==> config.mk <==
export PLATFORM = sky130hd
export DESIGN_NAME = aes_ctrl
export DESIGN_NICKNAME = d
export VERILOG_FILES = /design/src/hdl/aes_pkg.sv /design/src/hdl/aes_ctrl.sv
export SDC_FILE = /design/constraint.sdc
export NUM_CORES = 1
export LEC_CHECK = 0
export ABC_AREA = 1
export BUFFER_PORTS_ARGS = -buffer_cell sky130_fd_sc_hd__buf_2
export CELL_PAD_IN_SITES_DETAIL_PLACEMENT = 0
export CELL_PAD_IN_SITES_GLOBAL_PLACEMENT = 1
export CORE_AREA = 2 2 39 41
export CTS_BUF_LIST = sky130_fd_sc_hd__clkbuf_4 sky130_fd_sc_hd__clkbuf_8
export DETAILED_ROUTE_END_ITERATION = 10
export DIE_AREA = 0 0 41 43
export PLACE_DENSITY_LB_ADDON = 0.1
export RECOVER_POWER = 25
export SLEW_MARGIN = 20
export SYNTH_ARGS = -nofsm -noshare
export SYNTH_HDL_FRONTEND = slang
export SYNTH_SLANG_ARGS = --single-unit
export TNS_END_PERCENT = 10
==> constraint.sdc <==
create_clock -name clk -period 1.1 [get_ports clk]
set_input_delay 0 -clock clk [delete_from_list [all_inputs] [get_ports clk]]
set_output_delay 0 -clock clk [all_outputs]
set_load 0.02 [all_outputs]
==> src/hdl/aes_pkg.sv <==
// ----------------------------------------------------------------------------
// AES-128 package
// Shared types, constants and byte-level functions for the AES-128 core.
// ----------------------------------------------------------------------------
package aes_pkg;

  localparam int unsigned NUM_ROUNDS = 10;
  localparam int unsigned RND_W      = 4;

  localparam logic [7:0] GF_POLY   = 8'h1b;
  localparam logic [7:0] RCON_INIT = 8'h01;

  // register indexes on the configuration port
  localparam logic [0:0] REG_KEY_UPPER = 1'b0;
  localparam logic [0:0] REG_KEY_LOWER = 1'b1;

  // controller commands to the datapath
  typedef struct packed {
    logic load;   // take a new word, apply the initial key add
    logic round;  // run one cipher round
    logic last;   // this round omits MixColumns
  } aes_cmd_t;

  localparam logic [7:0] SBOX [256] = '{
    8'h63, 8'h7c, 8'h77, 8'h7b, 8'hf2, 8'h6b, 8'h6f, 8'hc5,
    8'h30, 8'h01, 8'h67, 8'h2b, 8'hfe, 8'hd7, 8'hab, 8'h76,
    8'hca, 8'h82, 8'hc9, 8'h7d, 8'hfa, 8'h59, 8'h47, 8'hf0,
    8'had, 8'hd4, 8'ha2, 8'haf, 8'h9c, 8'ha4, 8'h72, 8'hc0,
    8'hb7, 8'hfd, 8'h93, 8'h26, 8'h36, 8'h3f, 8'hf7, 8'hcc,
    8'h34, 8'ha5, 8'he5, 8'hf1, 8'h71, 8'hd8, 8'h31, 8'h15,
    8'h04, 8'hc7, 8'h23, 8'hc3, 8'h18, 8'h96, 8'h05, 8'h9a,
    8'h07, 8'h12, 8'h80, 8'he2, 8'heb, 8'h27, 8'hb2, 8'h75,
    8'h09, 8'h83, 8'h2c, 8'h1a, 8'h1b, 8'h6e, 8'h5a, 8'ha0,
    8'h52, 8'h3b, 8'hd6, 8'hb3, 8'h29, 8'he3, 8'h2f, 8'h84,
    8'h53, 8'hd1, 8'h00, 8'hed, 8'h20, 8'hfc, 8'hb1, 8'h5b,
    8'h6a, 8'hcb, 8'hbe, 8'h39, 8'h4a, 8'h4c, 8'h58, 8'hcf,
    8'hd0, 8'hef, 8'haa, 8'hfb, 8'h43, 8'h4d, 8'h33, 8'h85,
    8'h45, 8'hf9, 8'h02, 8'h7f, 8'h50, 8'h3c, 8'h9f, 8'ha8,
    8'h51, 8'ha3, 8'h40, 8'h8f, 8'h92, 8'h9d, 8'h38, 8'hf5,
    8'hbc, 8'hb6, 8'hda, 8'h21, 8'h10, 8'hff, 8'hf3, 8'hd2,
    8'hcd, 8'h0c, 8'h13, 8'hec, 8'h5f, 8'h97, 8'h44, 8'h17,
    8'hc4, 8'ha7, 8'h7e, 8'h3d, 8'h64, 8'h5d, 8'h19, 8'h73,
    8'h60, 8'h81, 8'h4f, 8'hdc, 8'h22, 8'h2a, 8'h90, 8'h88,
    8'h46, 8'hee, 8'hb8, 8'h14, 8'hde, 8'h5e, 8'h0b, 8'hdb,
    8'he0, 8'h32, 8'h3a, 8'h0a, 8'h49, 8'h06, 8'h24, 8'h5c,
    8'hc2, 8'hd3, 8'hac, 8'h62, 8'h91, 8'h95, 8'he4, 8'h79,
    8'he7, 8'hc8, 8'h37, 8'h6d, 8'h8d, 8'hd5, 8'h4e, 8'ha9,
    8'h6c, 8'h56, 8'hf4, 8'hea, 8'h65, 8'h7a, 8'hae, 8'h08,
    8'hba, 8'h78, 8'h25, 8'h2e, 8'h1c, 8'ha6, 8'hb4, 8'hc6,
    8'he8, 8'hdd, 8'h74, 8'h1f, 8'h4b, 8'hbd, 8'h8b, 8'h8a,
    8'h70, 8'h3e, 8'hb5, 8'h66, 8'h48, 8'h03, 8'hf6, 8'h0e,
    8'h61, 8'h35, 8'h57, 8'hb9, 8'h86, 8'hc1, 8'h1d, 8'h9e,
    8'he1, 8'hf8, 8'h98, 8'h11, 8'h69, 8'hd9, 8'h8e, 8'h94,
    8'h9b, 8'h1e, 8'h87, 8'he9, 8'hce, 8'h55, 8'h28, 8'hdf,
    8'h8c, 8'ha1, 8'h89, 8'h0d, 8'hbf, 8'he6, 8'h42, 8'h68,
    8'h41, 8'h99, 8'h2d, 8'h0f, 8'hb0, 8'h54, 8'hbb, 8'h16
  };

  function automatic logic [7:0] gf_double(input logic [7:0] x);
    return {x[6:0], 1'b0} ^ (x[7] ? GF_POLY : 8'h00);
  endfunction

  // byte n of a 128-bit word, byte 0 most significant
  function automatic logic [7:0] get_byte(input logic [127:0] w, input int unsigned n);
    return w[127 - 8*n -: 8];
  endfunction

endpackage

==> src/hdl/aes_ctrl.sv <==
// ----------------------------------------------------------------------------
// AES controller
// Sequences load, ten rounds and result hand-off for one word at a time.
// ----------------------------------------------------------------------------
module aes_ctrl (
  input  logic              clk,
  input  logic              rst_n,
  input  logic              in_valid,
  output logic              in_ready,
  output logic              out_valid,
  input  logic              out_ready,
  output aes_pkg::aes_cmd_t cmd
);
  import aes_pkg::*;

  typedef enum logic [2:0] {
    ST_IDLE = 3'b001,
    ST_RUN  = 3'b010,
    ST_DONE = 3'b100
  } state_t;

  state_t           state_r, state_nxt;
  logic [RND_W-1:0] rnd_r, rnd_nxt;

  assign in_ready  = (state_r == ST_IDLE);
  assign out_valid = (state_r == ST_DONE);

  always_comb begin
    state_nxt = state_r;
    rnd_nxt   = rnd_r;
    cmd       = '0;
    case (state_r)
      ST_IDLE: begin
        if (in_valid) begin
          cmd.load  = 1'b1;
          rnd_nxt   = RND_W'(1);
          state_nxt = ST_RUN;
        end
      end
      ST_RUN: begin
        cmd.round = 1'b1;
        cmd.last  = (rnd_r == RND_W'(NUM_ROUNDS));
        rnd_nxt   = rnd_r + RND_W'(1);
        if (cmd.last) state_nxt = ST_DONE;
      end
      ST_DONE: begin
        if (out_ready) state_nxt = ST_IDLE;
      end
      default: state_nxt = ST_IDLE;
    endcase
  end

  always_ff @(posedge clk) begin
    if (!rst_n) begin
      state_r <= ST_IDLE;
      rnd_r   <= '0;
    end else begin
      state_r <= state_nxt;
      rnd_r   <= rnd_nxt;
    end
  end

`ifndef SYNTHESIS
  a_round_bound: assert property (@(posedge clk) disable iff (!rst_n)
    state_r == ST_RUN |-> (rnd_r >= RND_W'(1) && rnd_r <= RND_W'(NUM_ROUNDS)))
    else $error("round counter out of range");
  a_last_to_done: assert property (@(posedge clk) disable iff (!rst_n)
    cmd.last |=> state_r == ST_DONE)
    else $error("last round did not finish");
  a_load_from_idle: assert property (@(posedge clk) disable iff (!rst_n)
    cmd.load |=> state_r == ST_RUN && rnd_r == RND_W'(1))
    else $error("load did not start round one");
`endif
endmodule

Word level (Yosys, flattened, before mapping)
Index checks and enable logic that the tools add are counted.

Flip-flop bits (word level): 7. Bits of input ports: 4. Word-level logic and storage cells: 22.

$add $sub $neg: 1. Eq/ne operators: 7. Mux-type cells: 9. Reductions and logical operators: 3.

Operator list (count): 3-bit two-way mux (3); 3-bit case mux with 3 select lines (1); 4-bit case mux with 2 select lines (1); 4-bit by 1-bit adder with 4-bit output, second input constant (1); 4-bit == test, second input constant (1); 4-bit two-way mux (1); 2-bit inequality test, second input constant (2); 3-bit by 1-bit == test with 1-bit output, second input constant (1); 3-bit by 2-bit == test with 1-bit output, second input constant (1); 3-bit == test, second input constant (1); 3-bit AND reduction (1); 1-bit two-way mux (2); 2-bit two-way mux (1); 2-bit by 1-bit inequality test with 1-bit output, second input constant (1); 2-bit AND reduction (1); 2-bit nonzero test (1).

Depth between registers and ports, before layout
Gate-level depths: netlist (run 1).

Depth after elaboration: 3. Mapped depth: 6.

Worst setup path before layout (run 1)
OpenSTA, ideal clock, no wires.

Kind: reg2reg. Start point: register rnd_r[0]. End point: register rnd_r[1]. Arrival time: 1.018 ns. Slack: 0.013 ns. Stages on the path, launching flop included: 5. Buffers on the path: 0. Clock period less this slack: 1.087 ns. Cell sequence: dfxtp_1 > inv_1 > ha_1 > or2_0 > a21oi_1.

Longest elaborated chain between the ends: 2.

Ends and longest elaborated chain: start: declaration (line aes_ctrl.sv:23) `logic [RND_W-1:0] rnd_r, rnd_nxt;`; start signal: assignment (line aes_ctrl.sv:59) `rnd_r <= rnd_nxt;`; 4-bit by 1-bit adder with 4-bit output (line aes_ctrl.sv:43) `rnd_nxt = rnd_r + RND_W'(1);`; 4-bit case mux with 2 select lines (line aes_ctrl.sv:32) `case (state_r)`.

No other way between the ends. A chain may end at the register's enable or synchronous reset.

==> tab_implementation.tex, run 1 <==
\begin{tabular}{lr}
\hline
Metric & Value \\
\hline
\multicolumn{2}{l}{\textbf{Outcome}} \\
Outcome & finished, violations left \\
Violated checks & setup timing \\
\multicolumn{2}{l}{\textbf{Cells and area}} \\
Fin area & 661 µm² \\
Area growth, synth to finish & 59.0\% \\
Fillers & 141 \\
Fraction of final layout cells with drive strength greater than 1 & 48.1\% \\
Number of antenna repair diodes & 0 \\
Number of nets in the layout & 88 \\
Leading cell type in the layout, fill and taps excluded & buf\_4 \\
Post-route insts no fill & 97 \\
Top library cells by usage in the layout, fill and taps aside & buf\_4 (11), inv\_1 (9), nand3\_1 (7), nand2\_1 (7) \\
\multicolumn{2}{l}{\textbf{CTS}} \\
Insertion delay of the later-clocked pin in the worst-skew pair & 0.26 ns \\
Max H-tree Level & 1 \\
TritonCTS buffer count & 3 \\
Library cell used as clock root buffer & clkbuf\_4 \\
Clock transition at path regs & 0.06 ns \\
Hold-fix buffers at CTS & 0 \\
TritonCTS clock tree & built \\
Clk sink count & 7 \\
Number of buffers on the longest clock path & 2 \\
\multicolumn{2}{l}{\textbf{Placement}} \\
Quantity of I/O buffers inserted on ports & 8 \\
Placed wire-length estimate after detailed placement & 704 µm \\
Placed cells & 85 \\
Standard cell area after detailed placement & 513 µm² \\
RePlAce Congestion & 0.643 \\
\multicolumn{2}{l}{\textbf{Detailed routing}} \\
DRT Wirelength & 1070 µm \\
Post-route antenna net violation count & 0 \\
First drt pass iteration count & 4 \\
DR DRC count & 0 \\
DR iter-0 viols & 5 \\
DR vias/cell & 4.69 \\
Overall via count from detail\_route & 455 \\
Post-detailed-route wirelength per cell & 11.0 µm \\
\multicolumn{2}{l}{\textbf{Flow run}} \\
Max-cap violations & 0 \\
\multicolumn{2}{l}{\textbf{Setup path}} \\
Worst reg2reg setup slack & -0.12 ns \\
Worst-path cell with the longest stage delay & dfxtp\_2 \\
Required time worst endpoint & 1.10 ns \\
Kind of critical path & reg2out \\
Data arrival at the endpoint of the critical path & 1.27 ns \\
Buffers plus inverters on the worst setup path & 3 \\
Worst reg2reg endpoint & rnd\_r[0] \\
Crit. path cell count & 6 \\
Kind of end point of the critical path & primary output \\
CP Cell Sequence & inv\_2 -> ha\_4 -> nand3b\_1 -> or2\_1 -> inv\_1 -> buf\_6 \\
Crit path max fanout & 2 \\
Path depth of the worst reg2reg path & 10 \\
Delay-heaviest family, CP & flip-flops \\
Worst reg2reg path startpoint & rnd\_r[0] \\
Critical path's largest stage delay & 0.32 ns \\
Critical path startpoint category & register \\
Critical Path Start & rnd\_r[0] \\
\multicolumn{2}{l}{\textbf{Power}} \\
Leakage power & 0.000333 µW \\
Power Density & 1180 mW/mm² \\
Power Total & 780 µW \\
Share of power burned in combinational logic & 29.1\% \\
Largest vdd supply drop & 0.000656 V \\
Switching power & 231 µW \\
Internal power contribution & 549 µW \\
Portion of total power attributed to sequential cells & 36.3\% \\
Switching share of power & 29.6\% \\
Clock Power Share & 34.6\% \\
\multicolumn{2}{l}{\textbf{Logic synthesis}} \\
Combined area of all synthesized cells & 415 µm² \\
Share of synthesized area spent on multiplexers & 0\% \\
Yosys synthesis warning count & 0 \\
Share of the yosys chip area belonging to registers & 33.7\% \\
Yosys reg bits & 7 \\
Average cell area after synthesis & 7.42 µm² \\
Synthesized-area fraction occupied by and/or/nand/nor cells & 38.0\% \\
Adder and majority cell fraction of the synthesized area & 6.02\% \\
Synthesized netlist cell count & 56 \\
Count of unique library cells instantiated by Yosys & 18 \\
Compound-cell area share of the yosys netlist & 9.34\% \\
Post-Synthesis Net Count & 62 \\
Xor/xnor share of the synthesized area & 2.11\% \\
Largest family of logic cells by synthesized area & simple AND/OR/NAND/NOR gates \\
\multicolumn{2}{l}{\textbf{Global routing}} \\
Vias in the first global route & 397 \\
Overall fraction of global-route tracks in use & 15.1\% \\
Maximum number of pins on one net before global-route repair & 8 \\
First-pass GRT wire length & 1560 µm \\
Global-route congestion overflow total & 0 \\
Antenna violations before repair & 0 \\
\multicolumn{2}{l}{\textbf{Timing}} \\
Number of hold violations in the final report & 0 \\
Setup-failing EPs final & 4 \\
Actual transition at the worst max-transition pin & 0.268 ns \\
Final critical delay including setup and external delays & 1.27 ns \\
Relative slew slack & 82.1\% \\
Final Max Slew Viols & 0 \\
Setup TNS after final layout & -0.345 ns \\
Worst setup slack after layout & -0.166 ns \\
Max Clock Skew & 0.00244 ns \\
Setup repair after global routing missed its margin & true \\
Period utilisation layout & 115\% \\
Highest clock rate & 790 MHz \\
\multicolumn{2}{l}{\textbf{Die}} \\
IO Count & 9 \\
Overall die area & 0.00176 mm² \\
Die span in x & 41 µm \\
Die span in y & 43 µm \\
Row Count & 14 \\
Core footprint & 0.00138 mm² \\
Initial Util & 30.0\% \\
\multicolumn{2}{l}{\textbf{Hold path}} \\
Kind of path behind the tightest hold check & in2reg \\
Worst hold path stage count & 4 \\
Hold wc startpoint & in\_valid \\
Worst Hold Path EP & state\_r[0] \\
\hline
\end{tabular}
metal layers:
layer,vias to the layer above,global-route usage (%),part of all wire (%)
li1,237,-,-
met5,-,0,0
met3,4,4.71,3.1
met2,6,23.8,52
met1,208,13.2,41
met4,0,16.0,4.0
synthesized netlist by cell type:
cell type	instances	area, µm²
a21oi_1	6	30.0
a21oi_2	1	8.76
dfxtp_1	7	140
ha_1	2	25.0
inv_1	10	37.5
inv_2	2	7.51
nand2_1	7	26.3
nand3_1	8	40.0
nand3_2	1	10.0
nand3_4	1	17.5
nand3b_1	2	15.0
nand4_1	2	12.5
nor2_1	2	7.51
nor2_4	1	11.3
nor3_1	1	5.00
or2_0	1	6.26
or2_1	1	6.26
xor2_1	1	8.76
registers in the layout, indices dropped and copies added (netlist names):
name	cells
rnd_r	4
state_r	3
logic make-up (layout without fill, tap and decap cells):
logic type | after synthesis | in the layout
DFF | 7 | 7
xor gates and xnor gates | 1 | 1
AOI/OAI and AO/OA | 7 | 7
adders and majority gates | 2 | 2
and+or+nand+nor | 27 | 27
buffers and inverters | 12 | 37
power groups by stage:
stage	registers, µW	clock network, µW	logic, µW
after floorplan	288	0	88.8
after CTS	282	276	202
after global routing	283	286	245
final	283	270	227
after global placement	285	0	145
after detailed placement	285	0	143
worst max-delay path by stage:
stage | slack, ns | endpoint
finish | -0.17 | cmd[0]
global route | -0.21 | cmd[0]
detailed placement | 0.04 | rnd_r[1]
global placement | 0.04 | rnd_r[1]
floorplan | 0.01 | rnd_r[1]
CTS | -0.21 | cmd[0]
final cells by class:
class	instances	area [µm²]	area share [%]
inverters	12	45.0	6.82
multi-input cells	37	250	37.9
well taps	16	20.0	3.03
flip-flops and latches	7	145	22.0
repair buffers	21	170	25.8
clock buffers	4	30.0	4.55
worst register-to-register path, stage by stage (launching register included):
cell	delay, ns
dfxtp_2	0.33
inv_2	0.05
buf_4	0.13
buf_6	0.10
buf_6	0.10
buf_6	0.10
buf_6	0.10
buf_6	0.10
nand3_2	0.05
nand2_1	0.05
inv_1	0.04
per-stage QoR:
step | setup slack (ns) | hold slack (ns) | util (%)
after floorplan | 0.0126 | 0.184 | -
after global placement | 0.0374 | 0.325 | 37.1
after detailed placement | 0.0449 | 0.318 | 37.1
after CTS | -0.208 | 0.0512 | 45.6
after global routing | -0.212 | 0.0614 | 47.7
final | -0.166 | 0.0523 | 47.7
what timing repair did:
action                                 CTS  global route
setup endpoints to repair                4            10
endpoints found under the hold margin    0             0
setup buffers                            7             1
gates resized for setup                 12             7
pin swaps                                2             3
Power figures use the tool's default switching activity.
==> inputs of run 2 (changes only) <==
BUFFER_PORTS_ARGS = -buffer_cell sky130_fd_sc_hd__clkbuf_2   (was -buffer_cell sky130_fd_sc_hd__buf_2)
==> run 2 against run 1 <==
The flow still finishes with violations (setup timing). First-iteration DRC count up 100%. Worst hold slack better by 0.0033 ns. Global-route usage up 0.061 points. Utilization down 2.4 points. Critical path depth up 4. Sequential cell count unchanged. Via count down 0.88%. Combinational power down 13%. Clock skew up 0.0013 ns. Design area down 4.9%. Fmax down 3.5%. Die area unchanged. Highest routed layer unchanged.
==> tab_implementation.tex, run 2 (same netlist as run 1, synthesis figures left out) <==
\begin{tabular}{lr}
\hline
Metric & Value \\
\hline
\multicolumn{2}{l}{\textbf{Setup path}} \\
Critical path's largest stage delay & 0.33 ns (about the same) \\
Critical path startpoint category & register \\
Delay-heaviest family, CP & buffers and inverters \\
Worst path most repeated cell & buf\_4 \\
Worst reg2reg path startpoint & rnd\_r[0] \\
Data arrival at the endpoint of the critical path & 1.51 ns (+0.24 ns) \\
Required time worst endpoint & 1.30 ns (+0.20 ns) \\
Buffers plus inverters on the worst setup path & 8 (+5) \\
Kind of critical path & reg2reg \\
Critical Path Start & rnd\_r[0] \\
Worst-path cell with the longest stage delay & dfxtp\_2 \\
Kind of end point of the critical path & register \\
Crit path max fanout & 2 (unchanged) \\
CP Cell Sequence & inv\_2 -> buf\_4 -> buf\_4 -> buf\_4 -> buf\_4 -> buf\_4 -> buf\_4 -> nand3\_2 -> nand2\_1 -> inv\_1 \\
\multicolumn{2}{l}{\textbf{Global routing}} \\
Vias in the first global route & 433 (+9.1\%) \\
Overall fraction of global-route tracks in use & 15.1\% (+0.061 points) \\
Global-route congestion overflow total & 0 (unchanged) \\
Maximum number of pins on one net before global-route repair & 8 (unchanged) \\
First-pass GRT wire length & 1750 µm (+12\%) \\
Antenna violations before repair & 0 (unchanged) \\
\multicolumn{2}{l}{\textbf{Timing}} \\
Final Max Slew Viols & 0 (unchanged) \\
Setup repair after global routing missed its margin & true \\
Relative slew slack & 82.3\% (+0.18 points) \\
Actual transition at the worst max-transition pin & 0.265 ns (-0.00268 ns) \\
Number of hold violations in the final report & 0 (unchanged) \\
Setup-failing EPs final & 5 (+1) \\
Highest clock rate & 762 MHz (-3.5\%) \\
Worst setup slack after layout & -0.212 ns (-0.0460 ns) \\
Setup TNS after final layout & -0.549 ns (-0.204 ns) \\
Final critical delay including setup and external delays & 1.31 ns (+0.0460 ns) \\
Max Clock Skew & 0.00376 ns (+0.00132 ns) \\
Period utilisation layout & 119\% (+4.2 points) \\
\multicolumn{2}{l}{\textbf{CTS}} \\
Clock transition at path regs & 0.05 ns (about the same) \\
Number of buffers on the longest clock path & 2 (unchanged) \\
Hold-fix buffers at CTS & 0 (unchanged) \\
Library cell used as clock root buffer & clkbuf\_4 \\
TritonCTS clock tree & built \\
Clk sink count & 7 (unchanged) \\
TritonCTS buffer count & 3 (unchanged) \\
Insertion delay of the later-clocked pin in the worst-skew pair & 0.25 ns (about the same) \\
Max H-tree Level & 1 (unchanged) \\
\multicolumn{2}{l}{\textbf{Cells and area}} \\
Register ranked first by flip-flop count & rnd\_r \\
Number of antenna repair diodes & 0 (unchanged) \\
Area growth, synth to finish & 51.2\% \\
Top library cells by usage in the layout, fill and taps aside & buf\_4 (14), inv\_1 (9), nand3\_1 (7), nand2\_1 (7), a21oi\_1 (6) \\
Number of nets in the layout & 87 (-1.1\%) \\
Leading cell type in the layout, fill and taps excluded & buf\_4 \\
Fraction of final layout cells with drive strength greater than 1 & 46.3\% (-1.9 points) \\
Number of flip-flops under the largest register name & 4 (unchanged) \\
Top Registers & rnd\_r x4, state\_r x3 \\
Fin area & 628 µm² (-4.9\%) \\
\multicolumn{2}{l}{\textbf{Hold path}} \\
Hold wc startpoint & in\_valid \\
Kind of path behind the tightest hold check & in2reg \\
\multicolumn{2}{l}{\textbf{Detailed routing}} \\
Highest routing layer actually used & met4 \\
Overall via count from detail\_route & 451 (-0.88\%) \\
DR vias/cell & 4.70 (+0.15\%) \\
DR DRC count & 0 (unchanged) \\
WL met1 & 481 µm (+11\%) \\
DRT Wirelength & 1110 µm (+4.2\%) \\
Post-detailed-route wirelength per cell & 11.6 µm (+5.3\%) \\
Met2 WL & 574 µm (+4.0\%) \\
Post-route antenna net violation count & 0 (unchanged) \\
Met3 WL post-DR & 39 µm (+18\%) \\
First drt pass iteration count & 4 (unchanged) \\
DR iter-0 viols & 10 (+5) \\
\multicolumn{2}{l}{\textbf{Power}} \\
Power Density & 1190 mW/mm² (+0.50\%) \\
Leakage power & 0.000320 µW (-3.8\%) \\
Largest vdd supply drop & 0.000584 V (-11\%) \\
\multicolumn{2}{l}{\textbf{Placement}} \\
Placed wire-length estimate after detailed placement & 733 µm (+4.2\%) \\
Standard cell area after detailed placement & 513 µm² (unchanged) \\
RePlAce Congestion & 0.682 (+6.0\%) \\
Quantity of I/O buffers inserted on ports & 8 (unchanged) \\
\multicolumn{2}{l}{\textbf{Die}} \\
Die span in x & 41 µm (unchanged) \\
Core footprint & 0.00138 mm² (unchanged) \\
IO Count & 9 (unchanged) \\
Overall die area & 0.00176 mm² (unchanged) \\
Row Count & 14 (unchanged) \\
Initial Util & 30.0\% (unchanged) \\
Die span in y & 43 µm (unchanged) \\
\multicolumn{2}{l}{\textbf{Flow run}} \\
Max-cap violations & 0 (unchanged) \\
\multicolumn{2}{l}{\textbf{Outcome}} \\
Violated checks & setup timing \\
Outcome & finished, violations left \\
\hline
\end{tabular}
[run 2: what timing repair did]
| action | CTS | global route |
|---|---|---|
| hold endpoints to repair | 0 | 0 |
| pin swaps | 3 | 1 |
| setup buffers | 7 | 0 |
| endpoints found under the setup margin | 4 | 8 |
| resized for setup | 8 | 7 |
[run 2: area by class of cell]
cell class / count / area (µm²)
clock buffer: 4 / 30.0
multi-input combinational: 37 / 245
fill: 155 / 756
sequential: 7 / 144
timing repair buffer: 20 / 144
tap: 16 / 20.0
inverter: 12 / 45.0
[run 2: final timing paths]
| check | slack (ns) | cells after the start | endpoint |
|---|---|---|---|
| worst max-delay path | -0.21 | 10 | rnd_r[0] |
| worst min-delay path | 0.06 | 4 | state_r[0] |
| worst max register to register | -0.21 | 10 | rnd_r[0] |
| worst min register to register | 0.54 | 2 | rnd_r[3] |
[run 2: metal layers]
layer / vias to the layer above / track usage [%]
met5: - / 0
met4: 0 / 12.0
met3: 2 / 1.57
met2: 10 / 23.1
met1: 210 / 17.9
li1: 229 / -
[run 2: where the power goes]
group / leakage (µW) / internal, µW / total (µW) / switching, µW
Combinational: 0.000244 / 91.3 / 197 / 105
Clock: 0.0000184 / 164 / 266 / 102
Sequential: 0.0000583 / 270 / 283 / 13.0
[run 2: tightest hold or removal path, cell delays in order]
cell      delay, ns
clkbuf_2       0.09
inv_1          0.07
a21oi_1        0.06
nand2_1        0.06
[run 2: per-stage QoR]
stage	std cells	hold slack, ns	total power (µW)	setup WS (ns)	util (%)
floorplan	56	0.184	377	0.0126	-
global placement	85	0.317	431	0.0314	37.1
detailed placement	85	0.315	430	0.0289	37.1
CTS	96	0.0541	744	-0.205	44.8
global route	96	0.0702	791	-0.247	45.4
finish	96	0.0557	745	-0.212	45.4
